==> src/design/lse_pkg.sv <==
// Shared types, constants and helpers for the LSB stego embed/extract block.
package lse_pkg;

    localparam int PAYLOAD_COUNT_BITS = 24;
    localparam int BITS_DONE_W        = PAYLOAD_COUNT_BITS + 3;
    localparam int BUF_W              = 15;
    localparam int CNT_W              = 4;
    localparam int BYTE_W             = 8;
    localparam int APB_ADDR_W         = 3;
    localparam int APB_DATA_W         = 32;

    localparam logic [CNT_W-1:0] K_MIN = 4'd1;
    localparam logic [CNT_W-1:0] K_MAX = 4'd8;
    localparam logic [CNT_W-1:0] BYTE_BITS = 4'd8;
    localparam logic [CNT_W-1:0] PUSH_LIMIT = 4'd7;

    typedef enum logic [1:0] {
        CMD_PUSH    = 2'd0,
        CMD_EMBED   = 2'd1,
        CMD_EXTRACT = 2'd2,
        CMD_RESTART = 2'd3
    } cmd_t;

    typedef enum logic [1:0] {
        ST_OK        = 2'd0,
        ST_OVERFLOW  = 2'd1,
        ST_UNDERFLOW = 2'd2
    } status_t;

    typedef enum logic [0:0] {
        REG_LSB_WIDTH     = 1'b0,
        REG_PAYLOAD_BYTES = 1'b1
    } reg_idx_t;

    typedef struct packed {
        logic [CNT_W-1:0]              lsb_width;
        logic [PAYLOAD_COUNT_BITS-1:0] payload_bytes;
    } cfg_t;

    typedef struct packed {
        logic [BYTE_W-1:0] data_out;
        logic              data_valid;
        logic [1:0]        status;
        logic              last;
    } result_t;

    function automatic logic [15:0] low_mask(input logic [CNT_W-1:0] w);
        low_mask = 16'((17'd1 << w) - 17'd1);
    endfunction

endpackage

==> src/design/lse_if.sv <==
// Valid/ready channel interfaces for the input command and the result beats.
interface lse_req_if
    import lse_pkg::*;
();
    logic              valid;
    logic              ready;
    logic [1:0]        cmd;
    logic [BYTE_W-1:0] data_in;

    modport source (output valid, output cmd, output data_in, input ready);
    modport sink   (input valid, input cmd, input data_in, output ready);
endinterface

interface lse_rsp_if
    import lse_pkg::*;
();
    logic              valid;
    logic              ready;
    logic [BYTE_W-1:0] data_out;
    logic              data_valid;
    logic [1:0]        status;
    logic              last;

    modport source (output valid, output data_out, output data_valid, output status,
                    output last, input ready);
    modport sink   (input valid, input data_out, input data_valid, input status,
                    input last, output ready);
endinterface

==> src/design/lsb_stego_embed_extract.sv <==
// LSB steganography embed/extract top level: input stage, datapath, result register.
// One command beat per clock is accepted into the input register while ready is high; its
// result beat is computed from that register and presented from the result register. A new beat may enter
// every cycle as long as the result side keeps taking beats; while a result waits, the
// input stage holds its beat and ready drops. Throughput is one beat per clock while results
// are taken, as the bit buffer, buffer count and payload bit counter update once per beat. Configuration
// (lsb_width at 0x0, payload_bytes at 0x4) is written over APB by the user only while idle; unchecked by the block.
module lsb_stego_embed_extract
    import lse_pkg::*;
(
    input  logic                  clk,
    input  logic                  rst_n,
    input  logic                  psel,
    input  logic                  penable,
    input  logic                  pwrite,
    input  logic [APB_ADDR_W-1:0] paddr,
    input  logic [APB_DATA_W-1:0] pwdata,
    output logic [APB_DATA_W-1:0] prdata,
    output logic                  pready,
    lse_req_if.sink               req,
    lse_rsp_if.source             rsp
);

    cfg_t              cfg;
    result_t           res;
    result_t           res_reg;
    logic              stage_valid_reg;
    logic [1:0]        stage_cmd_reg;
    logic [BYTE_W-1:0] stage_data_reg;
    logic              out_valid_reg;
    logic              advance;

    lse_cfg u_cfg (
        .clk     (clk),
        .rst_n   (rst_n),
        .psel    (psel),
        .penable (penable),
        .pwrite  (pwrite),
        .paddr   (paddr),
        .pwdata  (pwdata),
        .prdata  (prdata),
        .pready  (pready),
        .cfg     (cfg)
    );

    lse_core u_core (
        .clk     (clk),
        .rst_n   (rst_n),
        .cfg     (cfg),
        .fire    (advance),
        .cmd     (stage_cmd_reg),
        .data_in (stage_data_reg),
        .res     (res)
    );

    assign advance   = stage_valid_reg & (~out_valid_reg | rsp.ready);
    assign req.ready = ~stage_valid_reg | advance;

    always_ff @(posedge clk or negedge rst_n)
    begin
        if (!rst_n)
        begin
            stage_valid_reg <= 1'b0;
            out_valid_reg   <= 1'b0;
        end
        else
        begin
            if (req.ready)
                stage_valid_reg <= req.valid;
            if (advance)
                out_valid_reg <= 1'b1;
            else if (rsp.ready)
                out_valid_reg <= 1'b0;
        end
    end

    always_ff @(posedge clk)
    begin
        if (req.ready & req.valid)
        begin
            stage_cmd_reg  <= req.cmd;
            stage_data_reg <= req.data_in;
        end
        if (advance)
            res_reg <= res;
    end

    assign rsp.valid      = out_valid_reg;
    assign rsp.data_out   = res_reg.data_out;
    assign rsp.data_valid = res_reg.data_valid;
    assign rsp.status     = res_reg.status;
    assign rsp.last       = res_reg.last;

endmodule

==> src/design/lse_cfg.sv <==
// APB configuration registers: lsb_width and payload_bytes.
module lse_cfg
    import lse_pkg::*;
(
    input  logic                  clk,
    input  logic                  rst_n,
    input  logic                  psel,
    input  logic                  penable,
    input  logic                  pwrite,
    input  logic [APB_ADDR_W-1:0] paddr,
    input  logic [APB_DATA_W-1:0] pwdata,
    output logic [APB_DATA_W-1:0] prdata,
    output logic                  pready,
    output cfg_t                  cfg
);

    logic [CNT_W-1:0]              lsb_width_reg;
    logic [PAYLOAD_COUNT_BITS-1:0] payload_bytes_reg;
    logic                          wr_en;
    reg_idx_t                      idx;

    assign pready = 1'b1;
    assign wr_en  = psel & penable & pwrite & pready;
    assign idx    = reg_idx_t'(paddr[2]);

    always_ff @(posedge clk or negedge rst_n)
    begin
        if (!rst_n)
        begin
            lsb_width_reg     <= K_MIN;
            payload_bytes_reg <= '0;
        end
        else if (wr_en)
        begin
            case (idx)
                REG_LSB_WIDTH:     lsb_width_reg     <= pwdata[CNT_W-1:0];
                REG_PAYLOAD_BYTES: payload_bytes_reg <= pwdata[PAYLOAD_COUNT_BITS-1:0];
                default:           lsb_width_reg     <= lsb_width_reg;
            endcase
        end
    end

    always_comb
    begin
        case (idx)
            REG_LSB_WIDTH:     prdata = APB_DATA_W'(lsb_width_reg);
            REG_PAYLOAD_BYTES: prdata = APB_DATA_W'(payload_bytes_reg);
            default:           prdata = '0;
        endcase
    end

    assign cfg.lsb_width     = lsb_width_reg;
    assign cfg.payload_bytes = payload_bytes_reg;

endmodule

==> src/design/lse_core.sv <==
// Bit buffer state and the combinational push/embed/extract/restart datapath.
module lse_core
    import lse_pkg::*;
(
    input  logic              clk,
    input  logic              rst_n,
    input  cfg_t              cfg,
    input  logic              fire,
    input  logic [1:0]        cmd,
    input  logic [BYTE_W-1:0] data_in,
    output result_t           res
);

    logic [BUF_W-1:0]       buf_reg, buf_next;
    logic [CNT_W-1:0]       cnt_reg, cnt_next;
    logic [BITS_DONE_W-1:0] done_reg, done_next;

    logic [CNT_W-1:0]       k, n, rest, rest2, cnt2;
    logic [BITS_DONE_W-1:0] total, remaining, done2;
    logic [15:0]            take, xbits, wide, kmask;
    logic [15:0]            rest_mask, rest2_mask;
    logic [BUF_W-1:0]       buf2;
    logic [CNT_W:0]         sum;
    logic [15:0]            out_wide;

    always_comb
    begin
        if (cfg.lsb_width == '0)
            k = K_MIN;
        else if (cfg.lsb_width > K_MAX)
            k = K_MAX;
        else
            k = cfg.lsb_width;

        total     = {cfg.payload_bytes, 3'b000};
        remaining = (done_reg < total) ? (total - done_reg) : '0;
        n         = (remaining < BITS_DONE_W'(k)) ? remaining[CNT_W-1:0] : k;
        kmask     = low_mask(k);

        rest      = cnt_reg - n;
        rest_mask = low_mask(rest);
        take      = ({1'b0, buf_reg} >> rest) & low_mask(n);
        out_wide  = take << (k - n);

        sum        = {1'b0, cnt_reg} + {1'b0, n};
        cnt2       = sum[CNT_W-1:0];
        xbits      = ({8'd0, data_in} >> (k - n)) & low_mask(n);
        wide       = ({1'b0, buf_reg} << n) | xbits;
        buf2       = wide[BUF_W-1:0];
        done2      = done_reg + BITS_DONE_W'(n);
        rest2      = cnt2 - BYTE_BITS;
        rest2_mask = low_mask(rest2);
    end

    always_comb
    begin
        buf_next       = buf_reg;
        cnt_next       = cnt_reg;
        done_next      = done_reg;
        res.data_out   = '0;
        res.data_valid = 1'b0;
        res.status     = ST_OK;
        res.last       = 1'b0;
        case (cmd_t'(cmd))
            CMD_PUSH:
            begin
                if (cnt_reg > PUSH_LIMIT)
                    res.status = ST_OVERFLOW;
                else
                begin
                    buf_next = BUF_W'({buf_reg, data_in});
                    cnt_next = cnt_reg + BYTE_BITS;
                end
            end
            CMD_EMBED:
            begin
                res.data_valid = 1'b1;
                if (remaining == '0)
                    res.data_out = data_in;
                else if (cnt_reg < n)
                begin
                    res.data_out = data_in;
                    res.status   = ST_UNDERFLOW;
                end
                else
                begin
                    res.data_out = (data_in & ~kmask[BYTE_W-1:0]) | out_wide[BYTE_W-1:0];
                    cnt_next     = rest;
                    buf_next     = buf_reg & rest_mask[BUF_W-1:0];
                    done_next    = done2;
                end
            end
            CMD_EXTRACT:
            begin
                if (remaining != '0)
                begin
                    if (sum > (CNT_W+1)'(BUF_W))
                        res.status = ST_OVERFLOW;
                    else
                    begin
                        done_next = done2;
                        if (cnt2 >= BYTE_BITS)
                        begin
                            res.data_out   = 8'({1'b0, buf2} >> rest2);
                            res.data_valid = 1'b1;
                            res.last       = (done2 == total);
                            cnt_next       = rest2;
                            buf_next       = buf2 & rest2_mask[BUF_W-1:0];
                        end
                        else
                        begin
                            cnt_next = cnt2;
                            buf_next = buf2;
                        end
                    end
                end
            end
            CMD_RESTART:
            begin
                buf_next  = '0;
                cnt_next  = '0;
                done_next = '0;
            end
            default:
            begin
                buf_next = buf_reg;
            end
        endcase
    end

    always_ff @(posedge clk or negedge rst_n)
    begin
        if (!rst_n)
        begin
            buf_reg  <= '0;
            cnt_reg  <= '0;
            done_reg <= '0;
        end
        else if (fire)
        begin
            buf_reg  <= buf_next;
            cnt_reg  <= cnt_next;
            done_reg <= done_next;
        end
    end

endmodule
==> src/flat_wrapper.sv <==
// flat-port wrapper written by rule: the top's interface ports become plain ports
module lsb_stego_embed_extract_flat import lse_pkg::*;
  (clk, rst_n, psel, penable, pwrite, paddr, pwdata, prdata, pready, req_valid, req_cmd, req_data_in, req_ready, rsp_valid, rsp_data_out, rsp_data_valid, rsp_status, rsp_last, rsp_ready);
  lse_req_if req_i ();
  lse_rsp_if rsp_i ();
  input  logic clk;
  input  logic rst_n;
  input  logic psel;
  input  logic penable;
  input  logic pwrite;
  input  logic [APB_ADDR_W-1:0] paddr;
  input  logic [APB_DATA_W-1:0] pwdata;
  output logic [APB_DATA_W-1:0] prdata;
  output logic pready;
  input wire logic [$bits(req_i.valid)-1:0] req_valid;
  input wire logic [$bits(req_i.cmd)-1:0] req_cmd;
  input wire logic [$bits(req_i.data_in)-1:0] req_data_in;
  output wire logic [$bits(req_i.ready)-1:0] req_ready;
  output wire logic [$bits(rsp_i.valid)-1:0] rsp_valid;
  output wire logic [$bits(rsp_i.data_out)-1:0] rsp_data_out;
  output wire logic [$bits(rsp_i.data_valid)-1:0] rsp_data_valid;
  output wire logic [$bits(rsp_i.status)-1:0] rsp_status;
  output wire logic [$bits(rsp_i.last)-1:0] rsp_last;
  input wire logic [$bits(rsp_i.ready)-1:0] rsp_ready;
  assign req_i.valid = req_valid;
  assign req_i.cmd = req_cmd;
  assign req_i.data_in = req_data_in;
  assign req_ready = req_i.ready;
  assign rsp_valid = rsp_i.valid;
  assign rsp_data_out = rsp_i.data_out;
  assign rsp_data_valid = rsp_i.data_valid;
  assign rsp_status = rsp_i.status;
  assign rsp_last = rsp_i.last;
  assign rsp_i.ready = rsp_ready;
  lsb_stego_embed_extract u_core (.clk(clk), .rst_n(rst_n), .psel(psel), .penable(penable), .pwrite(pwrite), .paddr(paddr), .pwdata(pwdata), .prdata(prdata), .pready(pready), .req(req_i), .rsp(rsp_i));
endmodule
==> config.mk <==
export PLATFORM = sky130hd
export DESIGN_NAME = lsb_stego_embed_extract_flat
export DESIGN_NICKNAME = d
export VERILOG_FILES = /design/src/design/lse_pkg.sv /design/src/design/lse_if.sv /design/src/design/lsb_stego_embed_extract.sv /design/src/design/lse_cfg.sv /design/src/design/lse_core.sv /design/src/flat_wrapper.sv
export SDC_FILE = /design/constraint.sdc
export NUM_CORES = 1
export LEC_CHECK = 0
export ABC_AREA = 1
export BUFFER_PORTS_ARGS = -buffer_cell sky130_fd_sc_hd__buf_4
export CORE_MARGIN = 3
export CORE_UTILIZATION = 50
export DETAILED_ROUTE_END_ITERATION = 8
export GPL_TIMING_DRIVEN = 0
export PLACE_DENSITY = 0.73
export SLEW_MARGIN = 20
export SYNTH_ARGS = -nofsm -noshare
export SYNTH_HDL_FRONTEND = slang
export SYNTH_SLANG_ARGS = --single-unit
==> constraint.sdc <==
create_clock -name clk -period 12.57 [get_ports clk]
set_clock_uncertainty 0.2 [all_clocks]
set_input_delay 0.6285 -clock clk [delete_from_list [all_inputs] [get_ports clk]]
set_output_delay 0.6285 -clock clk [all_outputs]
set_load 0.005 [all_outputs]
After elaboration in Yosys (flattened, before gate mapping)
Cells that the tools add are included.

Bitwise gates (word level): 20. $lt $le $gt $ge: 7. Multipliers: 0. Mux-type cells: 39. Reduce and logical (&&, ||, !) cells: 11. Shifts and indexed selects: 9. Add/subtract/negate cells: 11. Equal/unequal tests: 9. Divide/modulo/power cells: 0.

Operator list (count): $mux 27 (5); $mux 15 (6); $pmux 27 s3 (1); $pmux 32 s2 (1); $pmux 15 s4 (1); $and 15x15->15 (3); $mux 4 (9); $shl 1x4->15 const A (2); $sub 15x1->15 const B (2); $add 27x4->27 (1); $eq 27x27->1 (1); $logic_not 27->1 (1); $lt 27x27->1 (1); $lt 27x4->1 (1); $reduce_bool 27->1 (1); $sub 27x27->27 (1); $mux 9 (2); $pmux 9 s2 (1); $and 16x16->16 (1); $mux 8 (2); $pmux 4 s4 (1); $shl 1x4->16 const A (1); $shl 16x4->8 (1); $shr 15x4->16 (1); other kinds (36) (59).

Word-level logic and storage cells: 119. Memory bits (writable): 0. ROM bits: 0. Input bits: 52. Output and inout port bits: 47. Flip-flop bits (word level): 98. Memories kept: 0. Latch bits: 0.

Longest topological paths before layout
Depth in word-level cells: 14. Mapped depth: 42. Gate-level depth less buffers: 40.

Modules after synthesis
Synthesis repeated with hierarchy kept, for this count alone.

Cells, all modules: 1812. Area total of the unflattened synthesis: 10831.6 µm².

By module, submodules not included: lse_core (seq. area each 1151.1 µm², times used 1, cells an instance 1588, area each 8653.3 µm²); lse_cfg (seq. area each 701.9 µm², times used 1, cells an instance 190, area each 1422.6 µm²); lsb_stego_embed_extract (seq. area each 710.7 µm², times used 1, cells an instance 34, area each 755.7 µm²).

Worst setup path before layout
OpenSTA, ideal clock, no wires.

Path type: register -> register. Start point: register u_core.u_core.done_reg[12]. End point: register u_core.res_reg, in the netlist u_core.rsp.data_out[6] (data pin). Path slack: 6912 ps. Stages on the path, launching flop included: 36. Required time: 12108 ps. Path buffers: 3. Arrival time: 5197 ps. Library setup time: 262 ps. Period minus slack after synthesis: 5658 ps. Path through: dfrtp_1 inv_1 ha_1 nand2_1 nor2_1 nand2_1 nor2_1 nand2_2 nand3_2 nand2_2 buf_6 nor3_1 ha_1 a21oi_1 nand2_1 a21oi_4 nand4_1 nand2_2 buf_2 ha_1 inv_1 ha_1 clkbuf_1 inv_1 or2_2 o21a_1 o21ai_0 nand2_1 nand3_1 nand2_1 nand3_1 nand3_1 nand3_1 nand2_1 nand2_1 a21oi_1.

RTL lines: from (decl) (RTL line lse_core.sv:16) `logic [BITS_DONE_W-1:0] done_reg, done_next;`; from (signal assigned) (RTL line lse_core.sv:143) `done_reg <= done_next;`; to (signal assigned) (RTL line lsb_stego_embed_extract.sv:85) `res_reg <= res;`; to (decl) (RTL line lsb_stego_embed_extract.sv:26) `result_t res_reg;`.

==> flow_summary_export.csv <==
group,metric,value,unit
timing,worst_pin_slew,1000,ps
timing,finalMaxSlewViolations,0,
floorplan,core_area,22200,µm²
finish,stdcell_count,2286,
floorplan,die_area,24800,µm²
timing,rsz0062_at_grt,"false",
finish,fin_nets,2106,
status,outcome,"finished, final reports clean",
global_routing,met2_usage,0.474,
global_routing,busiest_layer,"met1",
detailed_routing,drt_pre_antenna_iters,5,
cts,cts_tree,"done",
pwr,seqPwrFrac,0.148,
synth,synth_top_area_cell,"nand2_1",
global_routing,grt_util_all_layers,0.343,
placement,dpl.hpwl,34.7,mm
floorplan,initial_utilization,0.517,
finish,area_delta_synth_final,11.3,%
synth,async_flop_share,0.776,
timing,period_needed,7730,ps
synth,netlist_instances,1903,
global_routing,grt_pass1_vias,11800,
cts,cts_sinks,98,
timing,hold_violations,0,
timing,slew_headroom,0.324,
global_routing,met3_usage,0.0561,
pwr,p_int,0.00153,W
cts,cts_hold_repair.buffers,0,
timing,fin_crit_sh,0.615,
pwr,pwr-share-clk,0.079,
worst_setup_path,cpMostUsedCell,"nand2_1",
pwr,ir_worst_vdd,0.118,mV
global_routing,grt_max_degree,77,
pwr,switching_share,0.602,
worst_setup_path,critical_path_arrival,7740,ps
worst_setup_path,cp.required,12580,ps
synth,yosysSeqAreaShare,0.223,
placement,placed_cells,2270,
worst_setup_path,startpoint_type,"flop",
detailed_routing,vias_per_cell,5.73,
cts,htreeDepth,3,
pwr,p_leak,6.61,nW
finish,final_area,12800,µm²
pwr,net-switching-power,0.00231,W
cts,clk_pin_slew,90,ps
placement,placed_area,12500,µm²
global_routing,grt-ovfl-total,0,
floorplan,die_w,158,µm
floorplan,row_count,54,
detailed_routing,antenna_left,0,
hold_path,hp-class,"in -> async",
placement,portBuffers,79,
worst_setup_path,crit_slowest_cell,"clkbuf_1",
detailed_routing,drt_iter0_drc,1561,
worst_setup_path,reg2reg_depth,33,
worst_setup_path,cpPeakStageDelay,570,ps
synth,synth-warning-count,0,
detailed_routing,drc,0,
synth,synth_edf_count,22,
pwr,comb_power_share,0.773,
cts,clock_latency,360,ps
synth,yosys-top-cells-area,"nand2_1, dfrtp_1, nand3_1",
synth,synthFlopType,"dfrtp_1",
timing,max_freq,129,MHz
global_routing,use_met1,0.554,
synth,synth_top_area_frac,0.200,
detailed_routing,vias,13100,
finish,num_antenna_cells,0,
worst_setup_path,endpoint_kind,"flop",
synth,ys_seq_elements,98,
synth,synth_most_common_cell,"nand2_1",
timing,fin_tns_setup,0,ps
timing,holdWs,114,ps
timing,setup_viol,0,
placement,gp_congestion,1.04,
synth,synthesis.area,11500,µm²
cts,cts_made_buffers,9,
global_routing,antenna_found_initial,0,
finish,post-route-util,0.575,
worst_setup_path,crit_path_max_fanout,13,
synth,synthDistinctLibCells,58,
global_routing,grt_pass1_wl,66.2,mm
detailed_routing,wire_per_inst,18.7,µm
worst_setup_path,crit_type,"reg -> reg",
cts,cts_setup_buffers,0,
cts,root_buffer,"clkbuf_16",
floorplan,io_pins,99,
cts,clk_path_buf_depth,2,
finish,largest_reg_flops,27,
synth,syn_avg_cell_area,6.04,µm²
detailed_routing,wirelength,42.7,mm
synth,synth.top_cells.by_count,"nand2_1, inv_1, nand3_1",
pwr,powerDensity,300,nW/µm²
finish,drive_gt1_frac,0.114,
floorplan,die_y,158,µm
flow_run,maxCapViolations,0,
cts,cts_resized,0,
-- layer usage --
metal,up-vias,share of wire
met5,-,0
met4,0,0.017
met3,55,0.11
met2,706,0.39
met1,5975,0.48
li1,6357,-
-- metrics by stage --
stage                     setup WS (ps)  total power, W
after floorplan                    6910         0.00262
after global placement             5150         0.00339
after detailed placement           5160         0.00342
after CTS                          5120         0.00374
after global routing               4310         0.00417
final                              4840         0.00383
-- worst max-delay path: cells and delay by family, from the launching register on --
kind	cells	cell delay, ps
buffers and inverters	6	1750
AOI/OAI and AO/OA	7	1320
adders and majority gates	3	1190
DFF	1	410
and+or+nand+nor	17	2680
-- final timing paths --
kind,startpoint,to,slack [ps]
max,u_core.u_core.done_reg[12],u_core.rsp.data_out[2],4840
min,rst_n,u_core.u_core.done_reg[19],110
max reg2reg,u_core.u_core.done_reg[12],u_core.rsp.data_out[2],4840
min reg2reg,u_core.u_cfg.lsb_width_reg[0],u_core.u_cfg.lsb_width_reg[0],330
max in group asynchronous,rst_n,u_core.u_core.buf_reg[5],11530
min in group clk,req_data_in[3],u_core.stage_data_reg[3],240
-- power groups by stage --
stage               sequential (W)  combinational [W]  clock, W
detailed placement        0.000566            0.00286         0
floorplan                 0.000509            0.00211         0
global route              0.000577            0.00327  0.000319
finish                    0.000569            0.00296  0.000301
global placement          0.000565            0.00283         0
CTS                       0.000561            0.00287  0.000305
-- kinds of logic (layout without fill, tap and decap cells) --
kind of cell | Yosys count | after routing | synth area share
DFF | 98 | 98 | 0.223
xor gates and xnor gates | 38 | 38 | 0.0354
AOI/OAI and AO/OA | 240 | 240 | 0.120
buffers and inverters | 342 | 437 | 0.120
other | 2 | 10 | 0.000654
muxes | 16 | 16 | 0.0157
adders and majority gates | 53 | 53 | 0.0577
and+or+nand+nor | 1114 | 1114 | 0.427
-- layout by cell type (no fill, tap or decap), types with 4 or more instances in the layout --
cell / count
nor4_1: 9
or2_2: 12
o21ai_0: 85
nor3_1: 21
edfxtp_1: 22
o22ai_1: 25
o21a_1: 8
o2111ai_1: 5
nand2_2: 20
nand3_2: 7
inv_2: 15
inv_1: 262
xnor2_1: 10
nand2_1: 611
buf_1: 5
clkbuf_1: 24
and2_1: 4
ha_1: 53
nand4_1: 47
mux2_2: 16
buf_4: 90
clkbuf_16: 10
buf_2: 16
xnor3_1: 4
o21ai_1: 16
o211ai_1: 7
conb_1: 10
buf_6: 5
a21oi_1: 71
nor2_1: 139
nand3_1: 205
xor2_1: 23
nand3b_1: 13
dfrtp_1: 75
nor2_2: 14
-- area by class of cell --
cell class	count	area, µm²
buffer	61	324
clock buffer	10	250
clock inverter	6	65.1
fill	2262	9450
inverter	281	1060
multi-input combinational	1471	7570
sequential	98	2560
tap	280	350
timing repair buffer	79	597
Power figures use the tool's default switching activity.
